File: src/hw/rtl/psa_pkg.sv
// Shared constants, codes and control structs of the partition slot allocator.
`default_nettype none

package psa_pkg;

    localparam int SLOT_COUNT = 4;
    localparam int SLOT_IW    = (SLOT_COUNT > 1) ? $clog2(SLOT_COUNT) : 1;
    localparam int CNT_W      = $clog2(SLOT_COUNT + 1);

    localparam logic [31:0] TABLE_BASE = 32'd512;

    localparam int BYTE_W = 31;
    localparam int NAME_W = 64;

    // result status codes
    localparam logic [2:0] ST_OK      = 3'd0;
    localparam logic [2:0] ST_INVALID = 3'd1;
    localparam logic [2:0] ST_DUP     = 3'd2;
    localparam logic [2:0] ST_EXT     = 3'd3;
    localparam logic [2:0] ST_FULL    = 3'd4;
    localparam logic [2:0] ST_SPACE   = 3'd5;

    // partition kinds and fit modes
    localparam logic [1:0] KIND_EXTENDED = 2'd1;
    localparam logic [1:0] KIND_LOGICAL  = 2'd2;
    localparam logic [1:0] FIT_WORST     = 2'd2;

    // controller -> datapath
    typedef struct packed {
        logic load;
        logic check;
        logic scan;
        logic place;
    } t_cmd;

    // datapath -> controller
    typedef struct packed {
        logic chk_fail;
        logic scan_done;
        logic out_free;
    } t_stat;

endpackage

`default_nettype wire

File: src/hw/rtl/psa_ifs.sv
// Valid/ready channel interfaces for create requests and results.
`default_nettype none

interface psa_req_if;
    logic                          valid;
    logic                          ready;
    logic [psa_pkg::BYTE_W-1:0]    size_count;
    logic                          unit_is_mega;
    logic [1:0]                    part_kind;
    logic [1:0]                    fit_mode;
    logic [psa_pkg::NAME_W-1:0]    name_key;

    modport source (output valid, size_count, unit_is_mega, part_kind, fit_mode, name_key,
                    input ready);
    modport sink   (input valid, size_count, unit_is_mega, part_kind, fit_mode, name_key,
                    output ready);
endinterface

interface psa_rsp_if;
    logic                          valid;
    logic                          ready;
    logic [2:0]                    status;
    logic [1:0]                    slot_index;
    logic [psa_pkg::BYTE_W-1:0]    start_byte;
    logic [psa_pkg::BYTE_W-1:0]    size_bytes;

    modport source (output valid, status, slot_index, start_byte, size_bytes,
                    input ready);
    modport sink   (input valid, status, slot_index, start_byte, size_bytes,
                    output ready);
endinterface

`default_nettype wire

File: src/hw/rtl/psa_ctrl.sv
// Sequencer of the partition slot allocator: check, gap scan, place.
`default_nettype none

module psa_ctrl (
    input  wire logic          i_clk,
    input  wire logic          i_rst_n,
    input  wire logic          i_in_valid,
    output logic               o_in_ready,
    input  wire psa_pkg::t_stat i_stat,
    output psa_pkg::t_cmd      o_cmd
);

    typedef enum logic [3:0] {
        S_IDLE  = 4'b0001,
        S_CHECK = 4'b0010,
        S_SCAN  = 4'b0100,
        S_PLACE = 4'b1000
    } t_state;

    t_state r_state;
    t_state n_state;

    always_comb begin
        n_state    = r_state;
        o_cmd      = '0;
        o_in_ready = 1'b0;
        case (r_state)
            S_IDLE: begin
                o_in_ready = 1'b1;
                if (i_in_valid) begin
                    o_cmd.load = 1'b1;
                    n_state    = S_CHECK;
                end
            end
            S_CHECK: begin
                o_cmd.check = 1'b1;
                n_state     = i_stat.chk_fail ? S_PLACE : S_SCAN;
            end
            S_SCAN: begin
                o_cmd.scan = 1'b1;
                if (i_stat.scan_done) begin
                    n_state = S_PLACE;
                end
            end
            S_PLACE: begin
                // wait for room in the output register
                if (i_stat.out_free) begin
                    o_cmd.place = 1'b1;
                    n_state     = S_IDLE;
                end
            end
            default: begin
                n_state = S_IDLE;
            end
        endcase
    end

    always_ff @(posedge i_clk) begin
        if (!i_rst_n) begin
            r_state <= S_IDLE;
        end else begin
            r_state <= n_state;
        end
    end

endmodule

`default_nettype wire

File: src/hw/rtl/psa_dp.sv
// Datapath: request registers, slot table, ordering ranks, gap scan, result register.
`default_nettype none

module psa_dp (
    input  wire logic                       i_clk,
    input  wire logic                       i_rst_n,
    input  wire psa_pkg::t_cmd              i_cmd,
    output psa_pkg::t_stat                  o_stat,
    input  wire logic                       i_cfg_we,
    input  wire logic [psa_pkg::BYTE_W-1:0] i_cfg_data,
    input  wire logic [psa_pkg::BYTE_W-1:0] i_size_count,
    input  wire logic                       i_unit_is_mega,
    input  wire logic [1:0]                 i_part_kind,
    input  wire logic [1:0]                 i_fit_mode,
    input  wire logic [psa_pkg::NAME_W-1:0] i_name_key,
    output logic                            o_rsp_valid,
    input  wire logic                       i_rsp_ready,
    output logic [2:0]                      o_status,
    output logic [1:0]                      o_slot_index,
    output logic [psa_pkg::BYTE_W-1:0]      o_start_byte,
    output logic [psa_pkg::BYTE_W-1:0]      o_size_bytes
);

    localparam int N   = psa_pkg::SLOT_COUNT;
    localparam int IW  = psa_pkg::SLOT_IW;
    localparam int CW  = psa_pkg::CNT_W;
    localparam int BW  = psa_pkg::BYTE_W;
    localparam int NW  = psa_pkg::NAME_W;

    // configuration and table
    logic [BW-1:0] r_disk;
    logic [BW-1:0] r_slot_start [N];
    logic [BW-1:0] r_slot_size  [N];
    logic [1:0]    r_slot_kind  [N];
    logic [1:0]    r_slot_fit   [N];
    logic [NW-1:0] r_slot_name  [N];

    // request
    logic [BW-1:0] r_count;
    logic          r_mega;
    logic [1:0]    r_kind;
    logic [1:0]    r_fit;
    logic [NW-1:0] r_key;

    // working state
    logic [2:0]    r_status;
    logic [IW-1:0] r_free_slot;
    logic [CW-1:0] r_rank [N];
    logic [CW-1:0] r_used_cnt;
    logic [CW-1:0] r_step;
    logic [31:0]   r_cur;

    // result register
    logic          r_out_valid;
    logic [2:0]    r_out_status;
    logic [1:0]    r_out_slot;
    logic [BW-1:0] r_out_start;
    logic [BW-1:0] r_out_size;

    logic          w_big;
    logic [BW-1:0] w_raw;
    logic [31:0]   w_bytes;
    logic [32:0]   w_end;

    logic [N-1:0]  w_used;
    logic          w_invalid;
    logic          w_dup;
    logic          w_ext;
    logic          w_found;
    logic [IW-1:0] w_free_slot;
    logic [2:0]    w_chk_status;
    logic [CW-1:0] w_rank [N];
    logic [CW-1:0] w_used_cnt;

    logic [BW-1:0] w_seg_start;
    logic [BW-1:0] w_seg_size;
    logic [31:0]   w_seg_end;
    logic          w_fits;
    logic          w_scan_done;

    logic          w_space;
    logic [2:0]    w_final;
    logic          w_ok;
    logic [IW+1:0] w_slot_ext;

    // byte size, saturated at 2^31: anything that large never fits
    always_comb begin
        if (r_mega) begin
            w_big = |r_count[BW-1:11];
            w_raw = {r_count[10:0], 20'd0};
        end else begin
            w_big = |r_count[BW-1:21];
            w_raw = {r_count[20:0], 10'd0};
        end
        w_bytes = w_big ? 32'h8000_0000 : {1'b0, w_raw};
        w_end   = {1'b0, r_cur} + {1'b0, w_bytes};
    end

    // request checks against the table
    always_comb begin
        w_invalid = (r_count == '0) || (r_key == '0) ||
                    (r_kind > psa_pkg::KIND_LOGICAL) || (r_fit > psa_pkg::FIT_WORST);
        w_dup       = 1'b0;
        w_ext       = 1'b0;
        w_found     = 1'b0;
        w_free_slot = '0;
        w_used_cnt  = '0;
        for (int i = 0; i < N; i++) begin
            w_used[i] = (r_slot_size[i] != '0);
            if (r_slot_name[i] == r_key) begin
                w_dup = 1'b1;
            end
            if (w_used[i] && (r_slot_kind[i] == psa_pkg::KIND_EXTENDED)) begin
                w_ext = 1'b1;
            end
            if (w_used[i]) begin
                w_used_cnt = w_used_cnt + CW'(1);
            end
        end
        for (int i = N - 1; i >= 0; i--) begin
            if (!w_used[i]) begin
                w_found     = 1'b1;
                w_free_slot = IW'(i);
            end
        end
        if (w_invalid) begin
            w_chk_status = psa_pkg::ST_INVALID;
        end else if (w_dup) begin
            w_chk_status = psa_pkg::ST_DUP;
        end else if (w_ext && (r_kind == psa_pkg::KIND_EXTENDED)) begin
            w_chk_status = psa_pkg::ST_EXT;
        end else if (!w_found) begin
            w_chk_status = psa_pkg::ST_FULL;
        end else begin
            w_chk_status = psa_pkg::ST_OK;
        end
    end

    // rank of each used slot in (start, size) order, slot number breaks ties
    always_comb begin
        for (int i = 0; i < N; i++) begin
            w_rank[i] = '0;
            for (int j = 0; j < N; j++) begin
                if (w_used[i] && w_used[j] && (j != i) &&
                    ((r_slot_start[j] < r_slot_start[i]) ||
                     ((r_slot_start[j] == r_slot_start[i]) &&
                      ((r_slot_size[j] < r_slot_size[i]) ||
                       ((r_slot_size[j] == r_slot_size[i]) && (j < i)))))) begin
                    w_rank[i] = w_rank[i] + CW'(1);
                end
            end
        end
    end

    // one used segment per scan step
    always_comb begin
        w_seg_start = '0;
        w_seg_size  = '0;
        for (int i = 0; i < N; i++) begin
            if (w_used[i] && (r_rank[i] == r_step)) begin
                w_seg_start = r_slot_start[i];
                w_seg_size  = r_slot_size[i];
            end
        end
        w_seg_end   = {1'b0, w_seg_start} + {1'b0, w_seg_size};
        w_fits      = (w_end <= {2'b00, w_seg_start});
        w_scan_done = (r_step == r_used_cnt) || w_fits;
    end

    always_comb begin
        w_space = (w_end > {2'b00, r_disk});
        if (r_status != psa_pkg::ST_OK) begin
            w_final = r_status;
        end else if (w_space) begin
            w_final = psa_pkg::ST_SPACE;
        end else begin
            w_final = psa_pkg::ST_OK;
        end
        w_ok       = (w_final == psa_pkg::ST_OK);
        w_slot_ext = {2'b00, r_free_slot};
    end

    assign o_stat.chk_fail  = (w_chk_status != psa_pkg::ST_OK);
    assign o_stat.scan_done = w_scan_done;
    assign o_stat.out_free  = !r_out_valid || i_rsp_ready;

    // control state and table
    always_ff @(posedge i_clk) begin
        if (!i_rst_n) begin
            r_disk      <= '0;
            r_out_valid <= 1'b0;
            for (int i = 0; i < N; i++) begin
                r_slot_start[i] <= '0;
                r_slot_size[i]  <= '0;
                r_slot_kind[i]  <= '0;
                r_slot_fit[i]   <= '0;
                r_slot_name[i]  <= '0;
            end
        end else begin
            if (i_cfg_we) begin
                r_disk <= i_cfg_data;
            end
            if (i_cmd.place) begin
                r_out_valid <= 1'b1;
                if (w_ok) begin
                    r_slot_start[r_free_slot] <= r_cur[BW-1:0];
                    r_slot_size[r_free_slot]  <= w_bytes[BW-1:0];
                    r_slot_kind[r_free_slot]  <= r_kind;
                    r_slot_fit[r_free_slot]   <= r_fit;
                    r_slot_name[r_free_slot]  <= r_key;
                end
            end else if (r_out_valid && i_rsp_ready) begin
                r_out_valid <= 1'b0;
            end
        end
    end

    // payload and working registers
    always_ff @(posedge i_clk) begin
        if (i_cmd.load) begin
            r_count <= i_size_count;
            r_mega  <= i_unit_is_mega;
            r_kind  <= i_part_kind;
            r_fit   <= i_fit_mode;
            r_key   <= i_name_key;
        end
        if (i_cmd.check) begin
            r_status    <= w_chk_status;
            r_free_slot <= w_free_slot;
            r_used_cnt  <= w_used_cnt;
            r_step      <= '0;
            r_cur       <= psa_pkg::TABLE_BASE;
            for (int i = 0; i < N; i++) begin
                r_rank[i] <= w_rank[i];
            end
        end
        if (i_cmd.scan && !w_scan_done) begin
            r_cur  <= w_seg_end;
            r_step <= r_step + CW'(1);
        end
        if (i_cmd.place) begin
            r_out_status <= w_final;
            r_out_slot   <= w_ok ? w_slot_ext[1:0] : 2'd0;
            r_out_start  <= w_ok ? r_cur[BW-1:0] : '0;
            r_out_size   <= w_ok ? w_bytes[BW-1:0] : '0;
        end
    end

    assign o_rsp_valid  = r_out_valid;
    assign o_status     = r_out_status;
    assign o_slot_index = r_out_slot;
    assign o_start_byte = r_out_start;
    assign o_size_bytes = r_out_size;

endmodule

`default_nettype wire

File: src/hw/rtl/partition_slot_allocator_top.sv
// Top level of the partition slot allocator: first-fit placement into a slot table.
//
// Usage:
//   i_req  - create request channel (valid/ready). A transfer takes size_count,
//            unit_is_mega, part_kind, fit_mode and name_key.
//   o_rsp  - result channel (valid/ready), one transfer per request: status,
//            slot_index, start_byte, size_bytes. Rejected requests return zeros
//            in the last three fields and leave the table untouched.
//   i_cfg_we / i_cfg_data - writes the disk size in bytes; write only while idle.
// Sequence: a request failing the table checks goes from the check step to the
//   place step; one that reaches the gap scan (placed or out of space) walks the
//   used slots in order until a gap or the end, then goes to the place step.
// Throughput: one request at a time; the gap scan visits one used slot per cycle
//   in order of (start, size).
// Reset (synchronous, active low) empties every slot and sets the disk size
//   to zero.
// Stall: the result sits in an output register; the next request is taken
//   while it waits, and a finished request holds in the place step until that
//   register is free.
`default_nettype none

module partition_slot_allocator_top (
    input  wire logic                       i_clk,
    input  wire logic                       i_rst_n,
    psa_req_if.sink                         i_req,
    psa_rsp_if.source                       o_rsp,
    input  wire logic                       i_cfg_we,
    input  wire logic [psa_pkg::BYTE_W-1:0] i_cfg_data
);

    psa_pkg::t_cmd  w_cmd;
    psa_pkg::t_stat w_stat;
    logic           w_in_ready;

    // sequencer: idle -> check -> scan -> place; a failed check goes straight to place
    psa_ctrl u_ctrl (
        .i_clk      (i_clk),
        .i_rst_n    (i_rst_n),
        .i_in_valid (i_req.valid),
        .o_in_ready (w_in_ready),
        .i_stat     (w_stat),
        .o_cmd      (w_cmd)
    );

    assign i_req.ready = w_in_ready;

    // table, checks, gap scan and result register
    psa_dp u_dp (
        .i_clk          (i_clk),
        .i_rst_n        (i_rst_n),
        .i_cmd          (w_cmd),
        .o_stat         (w_stat),
        .i_cfg_we       (i_cfg_we),
        .i_cfg_data     (i_cfg_data),
        .i_size_count   (i_req.size_count),
        .i_unit_is_mega (i_req.unit_is_mega),
        .i_part_kind    (i_req.part_kind),
        .i_fit_mode     (i_req.fit_mode),
        .i_name_key     (i_req.name_key),
        .o_rsp_valid    (o_rsp.valid),
        .i_rsp_ready    (o_rsp.ready),
        .o_status       (o_rsp.status),
        .o_slot_index   (o_rsp.slot_index),
        .o_start_byte   (o_rsp.start_byte),
        .o_size_bytes   (o_rsp.size_bytes)
    );

endmodule

`default_nettype wire
File: src/flat_wrapper.sv
// flat-port wrapper written by rule: the top's interface ports become plain ports
module partition_slot_allocator_top_flat 
  (i_clk, i_rst_n, i_cfg_we, i_cfg_data, i_req_valid, i_req_size_count, i_req_unit_is_mega, i_req_part_kind, i_req_fit_mode, i_req_name_key, i_req_ready, o_rsp_valid, o_rsp_status, o_rsp_slot_index, o_rsp_start_byte, o_rsp_size_bytes, o_rsp_ready);
  psa_req_if i_req_i ();
  psa_rsp_if o_rsp_i ();
  input  wire logic i_clk;
  input  wire logic i_rst_n;
  input  wire logic i_cfg_we;
  input  wire logic [psa_pkg::BYTE_W-1:0] i_cfg_data;
  input wire logic [$bits(i_req_i.valid)-1:0] i_req_valid;
  input wire logic [$bits(i_req_i.size_count)-1:0] i_req_size_count;
  input wire logic [$bits(i_req_i.unit_is_mega)-1:0] i_req_unit_is_mega;
  input wire logic [$bits(i_req_i.part_kind)-1:0] i_req_part_kind;
  input wire logic [$bits(i_req_i.fit_mode)-1:0] i_req_fit_mode;
  input wire logic [$bits(i_req_i.name_key)-1:0] i_req_name_key;
  output wire logic [$bits(i_req_i.ready)-1:0] i_req_ready;
  output wire logic [$bits(o_rsp_i.valid)-1:0] o_rsp_valid;
  output wire logic [$bits(o_rsp_i.status)-1:0] o_rsp_status;
  output wire logic [$bits(o_rsp_i.slot_index)-1:0] o_rsp_slot_index;
  output wire logic [$bits(o_rsp_i.start_byte)-1:0] o_rsp_start_byte;
  output wire logic [$bits(o_rsp_i.size_bytes)-1:0] o_rsp_size_bytes;
  input wire logic [$bits(o_rsp_i.ready)-1:0] o_rsp_ready;
  assign i_req_i.valid = i_req_valid;
  assign i_req_i.size_count = i_req_size_count;
  assign i_req_i.unit_is_mega = i_req_unit_is_mega;
  assign i_req_i.part_kind = i_req_part_kind;
  assign i_req_i.fit_mode = i_req_fit_mode;
  assign i_req_i.name_key = i_req_name_key;
  assign i_req_ready = i_req_i.ready;
  assign o_rsp_valid = o_rsp_i.valid;
  assign o_rsp_status = o_rsp_i.status;
  assign o_rsp_slot_index = o_rsp_i.slot_index;
  assign o_rsp_start_byte = o_rsp_i.start_byte;
  assign o_rsp_size_bytes = o_rsp_i.size_bytes;
  assign o_rsp_i.ready = o_rsp_ready;
  partition_slot_allocator_top u_core (.i_clk(i_clk), .i_rst_n(i_rst_n), .i_req(i_req_i), .o_rsp(o_rsp_i), .i_cfg_we(i_cfg_we), .i_cfg_data(i_cfg_data));
endmodule
File: config.mk
export PLATFORM = sky130hd
export DESIGN_NAME = partition_slot_allocator_top_flat
export DESIGN_NICKNAME = d
export VERILOG_FILES = /design/src/hw/rtl/psa_pkg.sv /design/src/hw/rtl/psa_ifs.sv /design/src/hw/rtl/psa_ctrl.sv /design/src/hw/rtl/psa_dp.sv /design/src/hw/rtl/partition_slot_allocator_top.sv /design/src/flat_wrapper.sv
export SDC_FILE = /design/constraint.sdc
export NUM_CORES = 2
export LEC_CHECK = 0
export BUFFER_PORTS_ARGS = -buffer_cell sky130_fd_sc_hd__buf_2
export CORE_MARGIN = 5
export CORE_UTILIZATION = 52
export CTS_BUF_LIST = sky130_fd_sc_hd__clkbuf_16
export CTS_CLUSTER_SIZE = 12
export DETAILED_ROUTE_END_ITERATION = 12
export GPL_TIMING_DRIVEN = 0
export PLACE_DENSITY = 0.72
export RECOVER_POWER = 50
export SLEW_MARGIN = 0
export SYNTH_ARGS = -nofsm -noshare
export SYNTH_HDL_FRONTEND = slang
export SYNTH_HIERARCHICAL = 1
export SYNTH_SLANG_ARGS = --single-unit
File: constraint.sdc
create_clock -name i_clk -period 22.2 [get_ports i_clk]
set_clock_uncertainty 0.2 [all_clocks]
set_input_delay 0 -clock i_clk [delete_from_list [all_inputs] [get_ports i_clk]]
set_output_delay 0 -clock i_clk [all_outputs]
set_load 0.02 [all_outputs]
# After elaboration in Yosys (flattened, before gate mapping)

Memory sizes are Yosys's and may differ from the RTL's.
Index checks and enable logic that the tools add are counted.

RAM bits: 524
Memories: 5
Latch bits: 0
Flip-flop bits (word level): 246
Word-level logic and storage cells: 274
Output and inout port bits: 69
Bits of input ports: 136
Memory bits (read-only): 0

$add $sub $neg: 14
Equal/unequal tests: 39
Mux-type cells: 85
Shifts and indexed selects: 0
Divide/modulo/power cells: 0
Bitwise gates (word level): 0
Multiply operators: 0
$lt $le $gt $ge: 28
Reduce and logical (&&, ||, !) cells: 85

Memories:

| memory                   | depth | bits a word | read ports | clocked after memory_dff | wr ports | line         | source |
|---|---|---|---|---|---|---|---|
| u_core.u_dp.r_slot_name  | 4     | 64          | 4          | 0                        | 4        | psa_dp.sv:36 | `logic [NW-1:0] r_slot_name [N];` |
| u_core.u_dp.r_slot_size  | 4     | 31          | 4          | 0                        | 4        | psa_dp.sv:33 | `logic [BW-1:0] r_slot_size [N];` |
| u_core.u_dp.r_slot_start | 4     | 31          | 4          | 0                        | 4        | psa_dp.sv:32 | `logic [BW-1:0] r_slot_start [N];` |
| u_core.u_dp.r_rank       | 4     | 3           | 4          | 0                        | 4        | psa_dp.sv:48 | `logic [CW-1:0] r_rank [N];` |
| u_core.u_dp.r_slot_kind  | 4     | 2           | 4          | 0                        | 4        | psa_dp.sv:34 | `logic [1:0] r_slot_kind [N];` |

Operator list:

| operator              | count |
|---|---|
| $lt A31 B31 Y1        | 24 |
| $eq A31 B31 Y1        | 18 |
| $mux W31              | 11 |
| $eq A64 B64 Y1        | 4 |
| $reduce_bool A31 Y1   | 4 |
| $mux W32              | 3 |
| $logic_not A64 Y1     | 1 |
| $mux W64              | 1 |
| $reduce_or A64 Y1     | 1 |
| $reduce_or A31 Y1     | 2 |
| $mux W3               | 19 |
| $logic_and A1 B1 Y1   | 41 |
| $mux W1               | 39 |
| $add A3 B1 Y3 const B | 12 |
| $add A32 B32 Y33      | 1 |
| $gt A33 B31 Y1        | 1 |
| $le A33 B31 Y1        | 1 |
| $add A31 B31 Y32      | 1 |
| $logic_not A31 Y1     | 1 |
| $logic_or A1 B1 Y1    | 23 |
| $reduce_or A20 Y1     | 1 |
| $mux W4               | 4 |
| $pmux W4 S4           | 1 |
| $eq A3 B3 Y1          | 5 |
| other kinds (16)      | 32 |

# Logic depth before layout (Yosys ltp)

Depth in word-level cells: 14
Depth in mapped cells: 28
Gate-level depth less buffers: 27

# Cells and area by module

Netlist, hierarchy kept.

Modules (own cells, without submodules):

| module   | cells an instance | seq. area each (um^2) | area an instance (um^2) | instances |
|---|---|---|---|---|
| psa_dp   | 3814              | 21180.3               | 42268.0                 | 1 |
| psa_ctrl | 25                | 80.1                  | 237.7                   | 1 |

# Worst setup path after synthesis

OpenSTA, ideal clock, no wires.

Path kind: reg-to-reg
From: register u_core.u_dp.r_out_valid (netlist: u_core/u_dp/o_rsp_valid)
To: memory u_core.u_dp.r_slot_kind[3][0], enable pin
Cell stages (with the launch flop): 6
Clock period less this slack: 16.143 ns
Arrival: 15.175 ns
Path slack: 6.057 ns
Library setup time: 0.768 ns
Buffers on the path: 0
Data required time: 21.232 ns
Cells stage by stage: dfxtp_1 > nand2b_1 > nand2_1 > nor4_1 > nand2_1 > o31ai_1

RTL lines:

| element                | line          | source |
|---|---|---|
| start, declared        | psa_dp.sv:54  | `logic r_out_valid;` |
| start signal, assigned | psa_dp.sv:191 | `r_out_valid <= 1'b0;` |
| start signal, assigned | psa_dp.sv:204 | `r_out_valid <= 1'b1;` |
| start signal, assigned | psa_dp.sv:213 | `r_out_valid <= 1'b0;` |
| end, declared          | psa_dp.sv:34  |  |

==> run metrics <==
remaining antenna violation count 0; Rel. slew slack -153%; die height 296 um; synthesized flop and latch total 720; GRT Total Usage 32.9%; Ys Warns 6; layout cell share with drive strength beyond 1 7.03%; Via Count 33480; pre-CTS setup slack 12.82 ns; root buf cell clkbuf_16; Reg2Reg Capture Point u_core/u_dp/r_slot_name[1][51]$_SDFFCE_PN0P_; hold_sp i_cfg_data[13]; Tcrit/Tclk final 51.5%; crit path kind register to register; number of global-route vias before repair 33421; final core occ 62.9%; Final Cell Area 50800 sq um; max-cap violations 3; # nets final 5024; RSZ-0062 raised after global routing false; Slew @ Worst Pin 3.80 ns; crit-path cells nor4_1, nand3_1, nor2_1, nand2_1, inv_1, ha_1, nor2b_1, o31ai_1, a21oi_1, o21ai_0, xnor2_1, ha_1, nand4_1, nor4_1, nand4_1, o21ai_0, a21oi_1, a211oi_1, nor3b_1, clkbuf_2, and2_1; Layout Area Growth over Synthesis 19.6%; Pwr per Cell Area 65.3 nW/um^2; io pins 205; dominant synthesized flop cell edfxtp_1; grt total ovfl 0; # DRC 0; worst r2r path cells 21; post_cts resized 0; reg2reg setup slack 10.77 ns; first drt pass iteration count 7; max-slew violations 114; Hold EP u_core/u_dp/r_disk[13]$_SDFFE_PN0P_; Via-to-Cell Ratio 5.99; sequential share of the synthesized area 50.0%; routability cong. 1.02; largest net degree at the start of global routing 69; final hold violation count 0; Worst EP required 22.50 ns; IO buf count 193; CP Max Fanout 10; row cnt 104; Initial Util 52.6%; RR Startpoint u_core/u_dp/r_count[24]$_DFFE_PP_; CP startpoint kind register; CTS tree yes; Worst VDD drop 67.1 uV; Core ar. 80800 sq um; fin crit period 11.43 ns; Post-Synthesis Cell Area 42500 sq um; Clk Latency, worst-skew pair 0.65 ns; antenna violations before repair 1; H-Tree Depth 3; CP Capture Type register; Worst-path clk slew 0.07 ns; failing checks max-capacitance violations, max-slew violations; Mapped Avg Cell Area 11.1 sq um; final setup violation count 0; CTS Buffer Depth 3; number of synthesized flops with an enable pin 684; Min-Delay Path Depth 4; hpwl dp 105 mm; Clock Sink Count 720; first-pass GRT wire length 213 mm; total CTS buffers 82; hold buffer count at CTS 301; Routed WL 146 mm; Hold Path Class input pin to register; Die X 296 um; initial drt markers 3550; WP data arrival 11.73 ns; Crit-path slowest cell nor3b_1; LEAKAGE 21.1 nW; Post-Synthesis Cells 3839; Layout fillers 6304; post-CTS setup buffers 0; final setup margin 10.77 ns; total power 3.32 mW; Fmax 87.5 MHz; Post-synth ARST share 0%; Die ar. 87600 sq um; Distinct cells, synth 73; cell area after placement 45400 sq um; max incr delay on CP 2.63 ns; WL per Instance 26.1 um; outcome complete, but fails checks
[worst max-delay path by stage]
stage	startpoint	end	slack [ns]
4_1_cts	u_core/u_dp/r_count[23]$_DFFE_PP_	u_core/u_dp/r_slot_name[3][46]$_DFFE_PP_	12.69
6_report	u_core/u_dp/r_count[24]$_DFFE_PP_	u_core/u_dp/r_slot_name[1][51]$_SDFFCE_PN0P_	10.77
2_1_floorplan	u_core/u_dp/o_rsp_valid$_SDFFE_PN0P_	u_core/u_dp/r_slot_kind[3][0]$_DFFE_PP_	6.06
3_3_place_gp	u_core/u_ctrl/r_state[3]$_SDFFE_PN0P_	u_core/u_dp/r_slot_name[3][31]$_DFFE_PP_	-4.39
3_5_place_dp	u_core/u_dp/r_count[24]$_DFFE_PP_	u_core/u_dp/r_slot_name[3][9]$_DFFE_PP_	12.82
5_1_grt	u_core/u_dp/r_count[24]$_DFFE_PP_	u_core/u_dp/r_slot_kind[1][1]$_SDFFCE_PN0P_	10.67
[metrics by stage]
stage	hold slack (ns)	setup TNS [ns]	std cells
2_1_floorplan	-0.101	0	3848
3_3_place_gp	-0.0240	-515.28	5101
3_5_place_dp	-0.0219	0	5131
4_1_cts	0.000651	0	5582
5_1_grt	0.0748	0	5583
6_report	0.0336	0	5585
[placed cells by master, fill, tap and decap left out, types with 92 or more instances in the layout]
master	n
and3_1	134
dlygate4sd3_1	301
and2_1	242
xnor2_1	178
ha_1	429
xor2_1	133
nor2_1	216
nor4_1	92
buf_2	134
clkbuf_1	243
a21oi_1	143
a21o_1	126
inv_1	262
o21ai_0	164
nand2_1	178
nand4_1	118
edfxtp_1	684
[metal layers]
| layer | up-vias | part of all wire, % | global-route usage, % |
|---|---|---|---|
| met3 | 429 | 8.7 | 5.76 |
| met5 | - | 0 | 0 |
| met2 | 1848 | 46 | 53.5 |
| met4 | 0 | 8.1 | 21.2 |
| li1 | 15178 | - | - |
| met1 | 16025 | 37 | 40.9 |
[critical path, delay by kind of cell (launching register included)]
kind / cells / cell delay, ns
DFF: 1 / 0.43
adders and majority gates: 2 / 0.74
and+or+nand+nor: 10 / 5.79
AOI/OAI and AO/OA: 6 / 2.68
buffers and inverters: 2 / 1.02
xor gates and xnor gates: 1 / 0.39
[Yosys cell counts, types with 41 or more instances]
cell        n  area [sq um]
a22oi_1    54           405
nor4_1     96           601
nand4_1   118           738
nand2_1   181           679
edfxtp_1  684         20500
xor2_1    133          1160
a21oi_1   143           716
a21o_1    126           946
and3_1    134           838
ha_1      429          5370
clkbuf_1  160           601
nor3_1     50           250
and2_1    282          1760
nor2_1    216           811
o21ai_0   163           816
inv_1     244           916
nand3_1    41           205
xnor2_1   178          1560
nor2b_1    64           400
o21a_1     52           390
[where the power goes]
group	leakage (nW)	internal, mW	switching [mW]
combinational	12.5	0.169	0.244
sequential	7.22	1.54	0.0404
clock	1.35	0.741	0.583
total	21.1	2.45	0.868
[cell families after synthesis]
group | count (synthesis) | synth area share, %
adder cells (fa/ha/maj) | 431 | 12.7
AND/OR/NAND/NOR | 1240 | 15.8
AO/OA/AOI/OAI | 646 | 9.77
multiplexers | 49 | 1.19
flip-flops | 720 | 50.0
buffers and inverters | 441 | 4.05
other | 1 | 0.00882
XOR/XNOR | 311 | 6.41
[state kept, by name (all words and copies together) (netlist names)]
register                  cells
u_core/u_dp/r_step            3
u_core/u_dp/r_rank           12
u_core/u_dp/r_slot_name     256
u_core/u_dp/r_disk           31
u_core/u_dp/r_kind            2
u_core/u_dp/r_slot_kind       8
u_core/u_dp/r_slot_size      84
u_core/u_ctrl/r_state         4
u_core/u_dp/r_fit             2
u_core/u_dp/r_cur            32
u_core/u_dp/r_status          3
u_core/u_dp/r_mega            1
u_core/u_dp/r_free_slot       2
u_core/u_dp/r_used_cnt        3
u_core/u_dp/o_rsp_valid       1
u_core/u_dp/r_key            64
u_core/u_dp/o_status          3
u_core/u_dp/o_size_bytes     21
u_core/u_dp/o_slot_index      2
u_core/u_dp/o_start_byte     31
u_core/u_dp/r_count          31
u_core/u_dp/r_slot_start    124
[layout make-up]
cell class	instances	area (sq um)	area share (%)
Clock buffer	84	2100	4.14
Buffer	197	797	1.57
Inverter	244	916	1.80
Antenna cell	2	5.00	0.00985
Multi-Input combinational cell	2687	19600	38.5
Sequential cell	720	21300	41.8
Tap cell	1060	1330	2.61
Clock inverter	66	524	1.03
Timing Repair Buffer	525	4300	8.47
No activity file was read; power rests on OpenSTA's default activity.
